## config.mk

```make
export PLATFORM = sky130hd
export DESIGN_NAME = expert_residency_lru_prefetch
export DESIGN_NICKNAME = d
export VERILOG_FILES = /design/src/erlp_pkg.sv /design/src/erlp_ctrl.sv /design/src/erlp_datapath.sv /design/src/expert_residency_lru_prefetch.sv
export SDC_FILE = /design/constraint.sdc
export NUM_CORES = 1
export LEC_CHECK = 0
export BUFFER_PORTS_ARGS = -buffer_cell sky130_fd_sc_hd__buf_4
export CAP_MARGIN = 20
export CORE_UTILIZATION = 50
export DETAILED_ROUTE_END_ITERATION = 8
export MAX_ROUTING_LAYER = met4
export PLACE_DENSITY = 0.78
export SLEW_MARGIN = 10
export SYNTH_ARGS = -nofsm -noshare
export SYNTH_HDL_FRONTEND = slang
export SYNTH_SLANG_ARGS = --single-unit
```

## constraint.sdc

```tcl
create_clock -name clk -period 25.5 [get_ports clk]
set_clock_uncertainty 0.15 [all_clocks]
set_input_delay 3.825 -clock clk [delete_from_list [all_inputs] [get_ports clk]]
set_output_delay 3.825 -clock clk [all_outputs]
set_load 0.1 [all_outputs]
```

## src/erlp_pkg.sv

```systemverilog
// Shared types, codes and defaults for the expert page residency tracker.
// Used by erlp_ctrl, erlp_datapath and expert_residency_lru_prefetch.
`default_nettype none
package erlp_pkg;

  localparam int MAX_LAYERS_DEF     = 64;
  localparam int MAX_EXPERTS_DEF    = 64;
  localparam int RESIDENT_SLOTS_DEF = 16;
  localparam int QUEUE_DEPTH_DEF    = 16;

  localparam int ID_W    = 6;
  localparam int CFG_W   = 7;
  localparam int LIMIT_W = 5;
  localparam int TOTAL_W = 5;
  localparam int CNT_W   = 32;
  // wide enough for any slot count in range
  localparam int LIM_W   = 7;

  localparam logic [1:0] REG_LAYER_COUNT    = 2'd0;
  localparam logic [1:0] REG_EXPERT_COUNT   = 2'd1;
  localparam logic [1:0] REG_RESIDENT_LIMIT = 2'd2;

  localparam logic [1:0] OP_ACCESS   = 2'd0;
  localparam logic [1:0] OP_SCHEDULE = 2'd1;
  localparam logic [1:0] OP_SERVICE  = 2'd2;

  typedef enum logic [2:0] {
    ST_HIT        = 3'd0,
    ST_MISS       = 3'd1,
    ST_INVALID    = 3'd2,
    ST_QUEUED     = 3'd3,
    ST_NOT_QUEUED = 3'd4,
    ST_SERVICED   = 3'd5,
    ST_QUEUE_BAD  = 3'd6
  } status_t;

  typedef enum logic [1:0] {
    S_IDLE,
    S_EXEC,
    S_INSERT
  } state_t;

  typedef struct packed {
    logic [1:0]      operation;
    logic [ID_W-1:0] layer;
    logic [ID_W-1:0] expert;
  } request_t;

  typedef struct packed {
    logic [2:0]         status;
    logic               evicted;
    logic [ID_W-1:0]    evicted_layer;
    logic [ID_W-1:0]    evicted_expert;
    logic [ID_W-1:0]    serviced_layer;
    logic [ID_W-1:0]    serviced_expert;
    logic [TOTAL_W-1:0] resident_total;
    logic [CNT_W-1:0]   hit_total;
    logic [CNT_W-1:0]   miss_total;
    logic [CNT_W-1:0]   eviction_total;
  } result_t;

  typedef struct packed {
    logic [ID_W-1:0] layer;
    logic [ID_W-1:0] expert;
  } page_t;

  typedef struct packed {
    logic    latch;
    logic    push;
    logic    pop;
    logic    refresh;
    logic    evict;
    logic    insert;
    logic    count_hit;
    logic    count_miss;
    logic    finish;
    status_t status;
  } cmd_t;

  typedef struct packed {
    logic [1:0] operation;
    logic       id_ok;
    logic       resident;
    logic       q_empty;
    logic       q_full;
    logic       need_evict;
  } stat_t;

endpackage
`default_nettype wire

```

## src/erlp_ctrl.sv

```systemverilog
// Sequencer for the residency tracker: decodes each transaction and steps
// the datapath through lookup, eviction and insertion. Uses erlp_pkg.
`default_nettype none
module erlp_ctrl (
  input  wire logic           clk,
  input  wire logic           rst,
  input  wire logic           start,
  output logic                busy,
  input  wire erlp_pkg::stat_t stat,
  output erlp_pkg::cmd_t      cmd
);

  erlp_pkg::state_t state, state_next;

  always_ff @(posedge clk) begin
    if (rst) begin
      state <= erlp_pkg::S_IDLE;
    end else begin
      state <= state_next;
    end
  end

  assign busy = (state != erlp_pkg::S_IDLE);

  always_comb begin
    state_next = state;
    cmd        = '0;
    cmd.status = erlp_pkg::ST_INVALID;
    case (state)
      erlp_pkg::S_IDLE: begin
        if (start) begin
          cmd.latch  = 1'b1;
          state_next = erlp_pkg::S_EXEC;
        end
      end
      erlp_pkg::S_EXEC: begin
        state_next = erlp_pkg::S_IDLE;
        cmd.finish = 1'b1;
        case (stat.operation)
          erlp_pkg::OP_ACCESS: begin
            if (!stat.id_ok) begin
              cmd.status = erlp_pkg::ST_INVALID;
            end else if (stat.resident) begin
              cmd.refresh   = 1'b1;
              cmd.count_hit = 1'b1;
              cmd.status    = erlp_pkg::ST_HIT;
            end else begin
              cmd.count_miss = 1'b1;
              cmd.finish     = 1'b0;
              state_next     = erlp_pkg::S_INSERT;
            end
          end
          erlp_pkg::OP_SCHEDULE: begin
            if (!stat.id_ok) begin
              cmd.status = erlp_pkg::ST_INVALID;
            end else if (stat.resident) begin
              cmd.status = erlp_pkg::ST_NOT_QUEUED;
            end else if (stat.q_full) begin
              cmd.status = erlp_pkg::ST_QUEUE_BAD;
            end else begin
              cmd.push   = 1'b1;
              cmd.status = erlp_pkg::ST_QUEUED;
            end
          end
          erlp_pkg::OP_SERVICE: begin
            if (stat.q_empty) begin
              cmd.status = erlp_pkg::ST_QUEUE_BAD;
            end else begin
              cmd.pop = 1'b1;
              if (stat.resident) begin
                cmd.refresh = 1'b1;
                cmd.status  = erlp_pkg::ST_SERVICED;
              end else begin
                cmd.finish = 1'b0;
                state_next = erlp_pkg::S_INSERT;
              end
            end
          end
          default: begin
            cmd.status = erlp_pkg::ST_INVALID;
          end
        endcase
      end
      erlp_pkg::S_INSERT: begin
        // drop one least-recent page per cycle until there is room
        if (stat.need_evict) begin
          cmd.evict = 1'b1;
        end else begin
          cmd.insert = 1'b1;
          cmd.finish = 1'b1;
          cmd.status = (stat.operation == erlp_pkg::OP_ACCESS) ?
                       erlp_pkg::ST_MISS : erlp_pkg::ST_SERVICED;
          state_next = erlp_pkg::S_IDLE;
        end
      end
      default: begin
        state_next = erlp_pkg::S_IDLE;
      end
    endcase
  end

endmodule
`default_nettype wire

```

## src/erlp_datapath.sv

```systemverilog
// Datapath of the residency tracker: registers, LRU order cells, prefetch
// queue memory, counters and the result register. Uses erlp_pkg.
`default_nettype none
module erlp_datapath #(
  parameter int MAX_LAYERS     = erlp_pkg::MAX_LAYERS_DEF,
  parameter int MAX_EXPERTS    = erlp_pkg::MAX_EXPERTS_DEF,
  parameter int RESIDENT_SLOTS = erlp_pkg::RESIDENT_SLOTS_DEF,
  parameter int QUEUE_DEPTH    = erlp_pkg::QUEUE_DEPTH_DEF
) (
  input  wire logic                          clk,
  input  wire logic                          rst,
  input  wire logic                          cfg_write,
  input  wire logic [1:0]                    cfg_index,
  input  wire logic [erlp_pkg::CFG_W-1:0]    cfg_data,
  input  wire erlp_pkg::request_t            request,
  input  wire erlp_pkg::cmd_t                cmd,
  output erlp_pkg::stat_t                    stat,
  output erlp_pkg::result_t                  result,
  output logic                               done
);

  localparam int FW = $clog2(RESIDENT_SLOTS + 1);
  localparam int QW = (QUEUE_DEPTH > 1) ? $clog2(QUEUE_DEPTH) : 1;
  localparam int CW = $clog2(QUEUE_DEPTH + 1);
  localparam int TW = CW + 1;
  localparam int LW = erlp_pkg::LIM_W;
  localparam int IW = erlp_pkg::ID_W;

  logic [erlp_pkg::CFG_W-1:0]   layer_count;
  logic [erlp_pkg::CFG_W-1:0]   expert_count;
  logic [erlp_pkg::LIMIT_W-1:0] resident_limit;

  logic [1:0]       operation;
  erlp_pkg::page_t  in_page;
  erlp_pkg::page_t  q_rdata;
  erlp_pkg::page_t  cur_page;
  erlp_pkg::page_t  ev_page;
  logic             ev_flag;

  erlp_pkg::page_t  order      [RESIDENT_SLOTS];
  erlp_pkg::page_t  order_next [RESIDENT_SLOTS];
  logic [FW-1:0]    fill, fill_next;

  erlp_pkg::page_t  q_mem [QUEUE_DEPTH];
  logic [QW-1:0]    head;
  logic [CW-1:0]    qfill;
  logic [TW-1:0]    tail_sum;
  logic [TW-1:0]    tail;

  logic [erlp_pkg::CNT_W-1:0] hit_cnt, miss_cnt, evict_cnt;
  logic [erlp_pkg::CNT_W-1:0] hit_next, miss_next;

  logic [RESIDENT_SLOTS-1:0] match;
  logic [RESIDENT_SLOTS-1:0] after;
  logic [LW-1:0]             lim;

  // configuration registers
  always_ff @(posedge clk) begin
    if (rst) begin
      layer_count    <= erlp_pkg::CFG_W'(64);
      expert_count   <= erlp_pkg::CFG_W'(64);
      resident_limit <= erlp_pkg::LIMIT_W'(16);
    end else if (cfg_write) begin
      case (cfg_index)
        erlp_pkg::REG_LAYER_COUNT:    layer_count    <= cfg_data;
        erlp_pkg::REG_EXPERT_COUNT:   expert_count   <= cfg_data;
        erlp_pkg::REG_RESIDENT_LIMIT: resident_limit <= cfg_data[erlp_pkg::LIMIT_W-1:0];
        default: ;
      endcase
    end
  end

  assign cur_page = (operation == erlp_pkg::OP_SERVICE) ? q_rdata : in_page;

  always_comb begin
    for (int j = 0; j < RESIDENT_SLOTS; j++) begin
      match[j] = (j < int'(fill)) && (order[j] == cur_page);
    end
    for (int j = 0; j < RESIDENT_SLOTS; j++) begin
      after[j] = |(match & ({RESIDENT_SLOTS{1'b1}} >> (RESIDENT_SLOTS - 1 - j)));
    end
  end

  always_comb begin
    if (resident_limit == '0) begin
      lim = LW'(1);
    end else if (int'(resident_limit) > RESIDENT_SLOTS) begin
      lim = LW'(RESIDENT_SLOTS);
    end else begin
      lim = LW'(resident_limit);
    end
  end

  always_comb begin
    stat.operation  = operation;
    stat.id_ok      = ({1'b0, in_page.layer} < layer_count) &&
                      (int'(in_page.layer) < MAX_LAYERS) &&
                      ({1'b0, in_page.expert} < expert_count) &&
                      (int'(in_page.expert) < MAX_EXPERTS);
    stat.resident   = |match;
    stat.q_empty    = (qfill == '0);
    stat.q_full     = (qfill == CW'(QUEUE_DEPTH));
    stat.need_evict = (LW'(fill) >= lim) && (fill != '0);
  end

  // LRU cells: index 0 is least recent
  always_comb begin
    fill_next = fill;
    for (int j = 0; j < RESIDENT_SLOTS; j++) begin
      order_next[j] = order[j];
    end
    if (cmd.evict) begin
      for (int j = 0; j < RESIDENT_SLOTS; j++) begin
        order_next[j] = order[(j < RESIDENT_SLOTS - 1) ? j + 1 : j];
      end
      fill_next = fill - FW'(1);
    end else if (cmd.refresh) begin
      for (int j = 0; j < RESIDENT_SLOTS; j++) begin
        if (j == int'(fill) - 1) begin
          order_next[j] = cur_page;
        end else if (after[j] && (j < int'(fill) - 1)) begin
          order_next[j] = order[(j < RESIDENT_SLOTS - 1) ? j + 1 : j];
        end
      end
    end else if (cmd.insert) begin
      for (int j = 0; j < RESIDENT_SLOTS; j++) begin
        if (j == int'(fill)) begin
          order_next[j] = cur_page;
        end
      end
      fill_next = fill + FW'(1);
    end
  end

  always_ff @(posedge clk) begin
    for (int j = 0; j < RESIDENT_SLOTS; j++) begin
      order[j] <= order_next[j];
    end
  end

  always_ff @(posedge clk) begin
    if (rst) begin
      fill <= '0;
    end else begin
      fill <= fill_next;
    end
  end

  // queue
  always_comb begin
    tail_sum = TW'(head) + TW'(qfill);
    tail     = (tail_sum >= TW'(QUEUE_DEPTH)) ? tail_sum - TW'(QUEUE_DEPTH) : tail_sum;
  end

  always_ff @(posedge clk) begin
    if (cmd.push) begin
      q_mem[tail[QW-1:0]] <= in_page;
    end
    if (cmd.latch) begin
      q_rdata <= q_mem[head];
    end
  end

  always_ff @(posedge clk) begin
    if (rst) begin
      head  <= '0;
      qfill <= '0;
    end else if (cmd.push) begin
      qfill <= qfill + CW'(1);
    end else if (cmd.pop) begin
      head  <= (head == QW'(QUEUE_DEPTH - 1)) ? '0 : head + QW'(1);
      qfill <= qfill - CW'(1);
    end
  end

  // latch the transaction
  always_ff @(posedge clk) begin
    if (cmd.latch) begin
      operation      <= request.operation;
      in_page.layer  <= request.layer;
      in_page.expert <= request.expert;
    end
  end

  always_ff @(posedge clk) begin
    if (cmd.latch) begin
      ev_flag <= 1'b0;
      ev_page <= '0;
    end else if (cmd.evict) begin
      ev_flag <= 1'b1;
      ev_page <= order[0];
    end
  end

  assign hit_next  = hit_cnt + erlp_pkg::CNT_W'(cmd.count_hit);
  assign miss_next = miss_cnt + erlp_pkg::CNT_W'(cmd.count_miss);

  always_ff @(posedge clk) begin
    if (rst) begin
      hit_cnt   <= '0;
      miss_cnt  <= '0;
      evict_cnt <= '0;
    end else begin
      hit_cnt  <= hit_next;
      miss_cnt <= miss_next;
      if (cmd.evict) begin
        evict_cnt <= evict_cnt + erlp_pkg::CNT_W'(1);
      end
    end
  end

  always_ff @(posedge clk) begin
    if (rst) begin
      done <= 1'b0;
    end else begin
      done <= cmd.finish;
    end
  end

  always_ff @(posedge clk) begin
    if (cmd.finish) begin
      result.status          <= cmd.status;
      result.evicted         <= ev_flag;
      result.evicted_layer   <= ev_page.layer;
      result.evicted_expert  <= ev_page.expert;
      result.serviced_layer  <= (cmd.status == erlp_pkg::ST_SERVICED) ? q_rdata.layer  : IW'(0);
      result.serviced_expert <= (cmd.status == erlp_pkg::ST_SERVICED) ? q_rdata.expert : IW'(0);
      result.resident_total  <= erlp_pkg::TOTAL_W'(fill_next);
      result.hit_total       <= hit_next;
      result.miss_total      <= miss_next;
      result.eviction_total  <= evict_cnt;
    end
  end

endmodule
`default_nettype wire

```

## src/expert_residency_lru_prefetch.sv

```systemverilog
// Top level of the expert page residency tracker with LRU replacement and
// a prefetch queue. Instantiates erlp_ctrl and erlp_datapath; uses erlp_pkg.
//
// Raise start with a request while busy is low; the request is taken at that
// edge. Each transaction yields one result, shown on result for one cycle with
// done high; it cannot be held off, so capture it then. A hit, schedule,
// invalid id or a service of a resident page ends in the execute state; a miss
// or a service that inserts goes on to the insert state, where the eviction
// loop drops one least-recent page per cycle until there is room, then inserts.
// The next request may be taken in the cycle the result is shown.
// Configuration writes are taken at any edge with cfg_write high and are
// meant to land only while idle.
`default_nettype none
module expert_residency_lru_prefetch #(
  parameter int MAX_LAYERS     = erlp_pkg::MAX_LAYERS_DEF,
  parameter int MAX_EXPERTS    = erlp_pkg::MAX_EXPERTS_DEF,
  parameter int RESIDENT_SLOTS = erlp_pkg::RESIDENT_SLOTS_DEF,
  parameter int QUEUE_DEPTH    = erlp_pkg::QUEUE_DEPTH_DEF
) (
  input  wire logic                       clk,
  input  wire logic                       rst,
  input  wire logic                       cfg_write,
  input  wire logic [1:0]                 cfg_index,
  input  wire logic [erlp_pkg::CFG_W-1:0] cfg_data,
  input  wire logic                       start,
  output logic                            busy,
  input  wire erlp_pkg::request_t         request,
  output erlp_pkg::result_t               result,
  output logic                            done
);

  erlp_pkg::cmd_t  cmd;
  erlp_pkg::stat_t stat;

  erlp_ctrl u_ctrl (
    .clk   (clk),
    .rst   (rst),
    .start (start),
    .busy  (busy),
    .stat  (stat),
    .cmd   (cmd)
  );

  erlp_datapath #(
    .MAX_LAYERS     (MAX_LAYERS),
    .MAX_EXPERTS    (MAX_EXPERTS),
    .RESIDENT_SLOTS (RESIDENT_SLOTS),
    .QUEUE_DEPTH    (QUEUE_DEPTH)
  ) u_datapath (
    .clk       (clk),
    .rst       (rst),
    .cfg_write (cfg_write),
    .cfg_index (cfg_index),
    .cfg_data  (cfg_data),
    .request   (request),
    .cmd       (cmd),
    .stat      (stat),
    .result    (result),
    .done      (done)
  );

`ifndef SYNTHESIS
  a_done_idle: assert property (@(posedge clk) disable iff (rst) done |-> !busy)
    else $error("result shown while busy");
  a_start_busy: assert property (@(posedge clk) disable iff (rst)
    start && !busy |=> busy)
    else $error("accepted transaction did not raise busy");
  a_total_bound: assert property (@(posedge clk) disable iff (rst)
    done |-> (int'(result.resident_total) <= RESIDENT_SLOTS))
    else $error("resident total above slot count");
  a_evict_zero: assert property (@(posedge clk) disable iff (rst)
    done && !result.evicted |-> (result.evicted_layer == '0) &&
      (result.evicted_expert == '0))
    else $error("eviction fields set without eviction");
`endif

endmodule
`default_nettype wire

```

### Word-level counts from Yosys, hierarchy flattened

Memory sizes are Yosys's and may differ from the RTL's. A register that Yosys moved wholly into a read port is not among the register bits.
Index checks and enable logic that the tools add are counted.

| word-level totals | value |
|---|---|
| input bits | 27 |
| flip-flop bits (word level) | 288 |
| output and inout port bits | 131 |
| RAM bits | 384 |
| logic and storage cells | 298 |
| memories | 2 |

| operators by class | value |
|---|---|
| bitwise logic cells | 1 |
| equality and inequality tests | 57 |
| multiplexer cells | 101 |
| reductions and logical operators | 63 |
| order comparisons | 36 |
| add/subtract/negate cells | 11 |

Memory list:

| memory | words | bits a word | read ports | clocked after Yosys merged registers in | wr ports | RTL line | source |
|---|---|---|---|---|---|---|---|
| u_datapath.order | 16 | 12 | 16 | 0 | 16 | erlp_datapath.sv:40 | `erlp_pkg::page_t order [RESIDENT_SLOTS];` |
| u_datapath.q_mem | 16 | 12 | 1 | 1 | 1 | erlp_datapath.sv:44 | `erlp_pkg::page_t q_mem [QUEUE_DEPTH];` |

Operator list:

| cell | number |
|---|---|
| $mux 12 | 48 |
| $mux 192 | 3 |
| $eq 5x32->1 const A | 8 |
| $lt 5x32->1 const A | 7 |
| $eq 12x12->1 | 16 |
| $eq 4x32->1 const A | 4 |
| $lt 4x32->1 const A | 4 |
| $add 32x1->32 | 2 |
| $eq 3x32->1 const A | 2 |
| $lt 3x32->1 const A | 2 |
| $eq 5x5->1 const A | 8 |
| $lt 4x5->1 const A | 8 |
| $mux 5 | 7 |
| $logic_and 1x1->1 | 33 |
| $add 32x1->32 const B | 1 |
| $eq 2x32->1 const A | 1 |
| $logic_not 32->1 | 1 |
| $lt 1x32->1 const A | 1 |
| $lt 2x32->1 const A | 1 |
| $mux 3 | 9 |
| $mux 2 | 11 |
| $eq 4x5->1 const A | 4 |
| $lt 3x5->1 const A | 4 |
| $reduce_or 16->1 | 1 |
| 47 further kinds | 83 |

### Depth between registers and ports, before layout

| depth | value |
|---|---|
| word-level depth | 11 |
| gate-level depth with buffers | 26 |
| mapped depth without buffers | 20 |

### Modules after synthesis

A second synthesis with hierarchy kept.

| second synthesis, totals | value |
|---|---|
| cells, all modules | 2711 |
| area total of the unflattened synthesis | 32172.1 um^2 |

Modules (own cells, without submodules):

| module | area an instance (um^2) | cells an instance | instances | sequential area each (um^2) |
|---|---|---|---|---|
| erlp_datapath | 31846.8 | 2666 | 1 | 19048.3 |
| erlp_ctrl | 325.3 | 45 | 1 | 40.0 |

### Least setup slack after synthesis

OpenSTA, ideal clock, no wires.

| timing | value |
|---|---|
| path kind | register to register |
| from | register u_datapath.operation[0] |
| to | register u_datapath.result[0] (netlist name) |
| data required time | 24.536 ns |
| slack | 12.509 ns |
| setup time | 0.814 ns |
| period minus slack after synthesis | 12.991 ns |
| data arrival time | 12.028 ns |
| buffers on the path | 5 |
| cell stages (with the launch flop) | 16 |
| cell sequence | edfxtp_1 > nand2b_1 > buf_6 > buf_6 > buf_6 > buf_6 > buf_6 > a221oi_1 > o21bai_1 > a2111oi_0 > nand4b_1 > o41a_1 > and3_1 > nand2_1 > o21ai_0 > a21boi_0 |

RTL lines:

| item | RTL line | source |
|---|---|---|
| start, declared | erlp_datapath.sv:33 | `logic [1:0] operation;` |
| start signal, assigned | erlp_datapath.sv:179 | `operation <= request.operation;` |

==> impl_metrics.env <==
export IMPL_grt_busiest_layer="met2"
export IMPL_max_freq_mhz=147
export IMPL_grtUsageMet2=0.517
export IMPL_endpoint_kind="register"
export IMPL_die_x_microns=264
export IMPL_clk_latency_ns=0.66
export IMPL_htree_levels=3
export IMPL_ios=158
export IMPL_final_core_util=0.577
export IMPL_grt_use_met1=0.468
export IMPL_rsz0062_at_grt="no"
export IMPL_period_minus_slack_ns=6.81
export IMPL_fillers=5283
export IMPL_drt_iter0_drc=3893
export IMPL_place_inst=3729
export IMPL_cp_cell_sequence="nand2b_4 -> buf_4 -> a21boi_2 -> buf_4 -> o2bb2ai_1 -> or4_1 -> nor4bb_1 -> a311oi_1 -> and3_1 -> nand2_1 -> o21ai_0 -> a21boi_4 -> buf_4 -> buf_4"
export IMPL_grt_usage=0.356
export IMPL_drv_cap=0
export IMPL_die_area_sq_um=69500
export IMPL_crit_path_max_fanout=71
export IMPL_synth_commonest_cells="edfxtp_1, nand2_1, nor2_1"
export IMPL_critPathBufInv=4
export IMPL_vias=26000
export IMPL_fin_nets=3003
export IMPL_multi_input_area_sq_um=13900
export IMPL_status="completed"
export IMPL_wl_mm=122
export IMPL_min_path_type="reg2reg"
export IMPL_slowest_stage="buf_4"
export IMPL_drcViolationCount=0
export IMPL_ys_ff_latch=684
export IMPL_synth_cell_type_count=105
export IMPL_finalSetupViolations=0
export IMPL_cp_start_kind="register"
export IMPL_die_height_microns=264
export IMPL_ys_dominant_reg_cell="edfxtp_1"
export IMPL_yosysTopAreaCellShare=0.473
export IMPL_synthArstFlopShare=0
export IMPL_cts_resized=0
export IMPL_critPathMaxStageDelay_ns=0.83
export IMPL_post_cts_buffers=0
export IMPL_syn_num_nets=2853
export IMPL_slew_headroom=0.273
export IMPL_cts_made_buffers=73
export IMPL_path_class="reg2reg"
export IMPL_use_met3=0.0864
export IMPL_yosysWarnings=0
export IMPL_grt_max_degree=72
export IMPL_ant_nets=0
export IMPL_area_growth_synth_to_final_pct=13.8
export IMPL_synth_most_common_cell="edfxtp_1"
export IMPL_dr_pass1_iters=7
export IMPL_num_rows=95
export IMPL_initial_core_util=0.508
export IMPL_cp_arrival_ns=6.92
export IMPL_grt_pass1_wl_mm=174
export IMPL_final_cells=3871
export IMPL_cts_tree="built"
export IMPL_grt_ovfl_total=0
export IMPL_cts_buffer_depth=3
export IMPL_root_buffer="clkbuf_16"
export IMPL_seq_area_frac_synth=0.558
export IMPL_avgSynthCellArea_sq_um=12.3
export IMPL_post_dp_hpwl_mm=81.6
export IMPL_syn_cell_area_sq_um=34200
export IMPL_drive_gt1_frac=0.193
export IMPL_syn_instance_count=2784
export IMPL_clk_pin_slew_ns=0.06
export IMPL_cpMostUsedCell="buf_4"
export IMPL_grt_pass1_vias=25000
export IMPL_synth_edf_count=539
export IMPL_routed_via_density=6.72
export IMPL_post_route_period_util=0.267
export IMPL_cpLargestDelayFamily="buffers and inverters"
export IMPL_finalSetupTns_ns=0
export IMPL_hold_viol_final=0
export IMPL_gp_congestion=1.08
export IMPL_synthTopCellsByArea="edfxtp_1, dfxtp_1, mux2_2"
export IMPL_antenna_found_initial=8
export IMPL_coreArea_sq_um=67400
export IMPL_tightest_slew_ns=1.09
export IMPL_power_density_nw_per_um2=67.2
export IMPL_hold_buffers=0
export IMPL_portBuffers=157
export IMPL_drt_wirelength_per_cell_microns=31.4
export IMPL_peakVddDrop_v=0.0000450
export IMPL_p_leak_uw=0.0138
export IMPL_regArea_sq_um=19100
export IMPL_required_ns=25.60
export IMPL_synth_top_cell_by_area="edfxtp_1"
export IMPL_cts_sinks=684
export IMPL_slew_viol_final=0
worst register-to-register path, delay by kind of cell, from the launching register on:
family,cells,cell delay (ns)
compound gates,5,0.95
buf+inv,4,2.47
flops,1,0.75
simple gates,5,2.10
state kept, by name (all words and copies together) (netlist names), 4 cells and up:
register / count
u_datapath.resident_limit: 5
u_datapath.miss_cnt: 32
u_datapath.qfill: 5
u_datapath.evict_cnt: 32
u_datapath.q_mem: 192
u_datapath.in_page: 12
u_datapath.head: 4
u_datapath.order: 192
u_datapath.expert_count: 7
u_datapath.fill: 5
u_datapath.hit_cnt: 32
u_datapath.q_rdata: 12
u_datapath.layer_count: 7
u_datapath.ev_page: 12
u_datapath.result: 129
where the power goes:
| part | internal [uW] | total, uW | leakage (uW) | switching (uW) |
|---|---|---|---|---|
| Combinational | 73.1 | 265 | 0.00646 | 192 |
| Sequential | 1220 | 1220 | 0.00614 | 7.12 |
| Clock | 649 | 1120 | 0.00124 | 475 |
| Total | 1940 | 2610 | 0.0138 | 674 |
through the flow:
step                      setup WS, ns  hold slack, ns  total power [uW]  instance area [sq um]
final                            18.69           0.277              2610                  38900
after global routing             18.30           0.289              2670                  38900
after CTS                        18.80           0.279              2610                  38900
after detailed placement         18.79           0.265              1500                  36300
after global placement           18.81           0.262              1500                  36200
after floorplan                  12.51           0.258              1410                  34200
placed cells by master (no fill, tap or decap), types with 14 or more instances in the layout:
| cell | instances |
|---|---|
| edfxtp_1 | 539 |
| buf_4 | 232 |
| nand2_1 | 148 |
| nor2_1 | 147 |
| dfxtp_1 | 143 |
| xnor2_1 | 133 |
| mux2_2 | 121 |
| inv_1 | 113 |
| a21oi_1 | 113 |
| xor2_1 | 94 |
| nand3_1 | 89 |
| and2_1 | 86 |
| mux2i_1 | 77 |
| clkbuf_16 | 73 |
| o21ai_0 | 65 |
| mux4_2 | 60 |
| nand4_1 | 46 |
| and3_1 | 44 |
| nor2b_1 | 40 |
| ha_1 | 40 |
| nor3_1 | 39 |
| o22ai_1 | 32 |
| nand2b_1 | 29 |
| a21o_1 | 27 |
| nor4_1 | 26 |
| a221oi_1 | 25 |
| a31oi_1 | 23 |
| clkinv_1 | 21 |
| o211ai_1 | 20 |
| nor4bb_1 | 19 |
| or3_1 | 17 |
| o221ai_1 | 16 |
| a22oi_1 | 16 |
| nand3b_1 | 14 |
kinds of logic (layout without fill, tap and decap cells):
kind of cell,after synthesis,after routing,synth area share
flip-flops,684,684,0.558
XOR/XNOR,227,227,0.0581
AND/OR/NAND/NOR,788,788,0.124
AO/OA/AOI/OAI,492,492,0.102
adder cells (fa/ha/maj),42,42,0.0158
multiplexers,267,267,0.105
buffers and inverters,284,495,0.0375
other,0,3,0
final cells by class:
cell class,instances,area share
timing repair buffer,235,0.0460
clock buffer,88,0.0499
tap,873,0.0281
clock inverter,48,0.0166
inverter,124,0.0120
antenna,3,0.000193
multi-input combinational,1816,0.356
sequential,684,0.491
routing by layer:
layer,share of wire,vias to the layer above
met1,0.39,12700
met5,0,-
met3,0.12,437
li1,-,10800
met2,0.43,2007
met4,0.052,0
worst paths after layout:
path | slack, ns | from | cells after the start | to
setup / recovery | 18.69 | u_datapath.operation[0]$_DFFE_PP_ | 14 | u_datapath.result[74]$_DFFE_PP_
hold reg to reg | 0.28 | u_datapath.ev_page[5]$_SDFFE_PP0P_ | 0 | u_datapath.result[118]$_DFFE_PP_
hold / removal | 0.28 | u_datapath.ev_page[5]$_SDFFE_PP0P_ | 0 | u_datapath.result[118]$_DFFE_PP_
setup reg to reg | 18.69 | u_datapath.operation[0]$_DFFE_PP_ | 14 | u_datapath.result[74]$_DFFE_PP_
No activity file was read; power rests on OpenSTA's default activity.
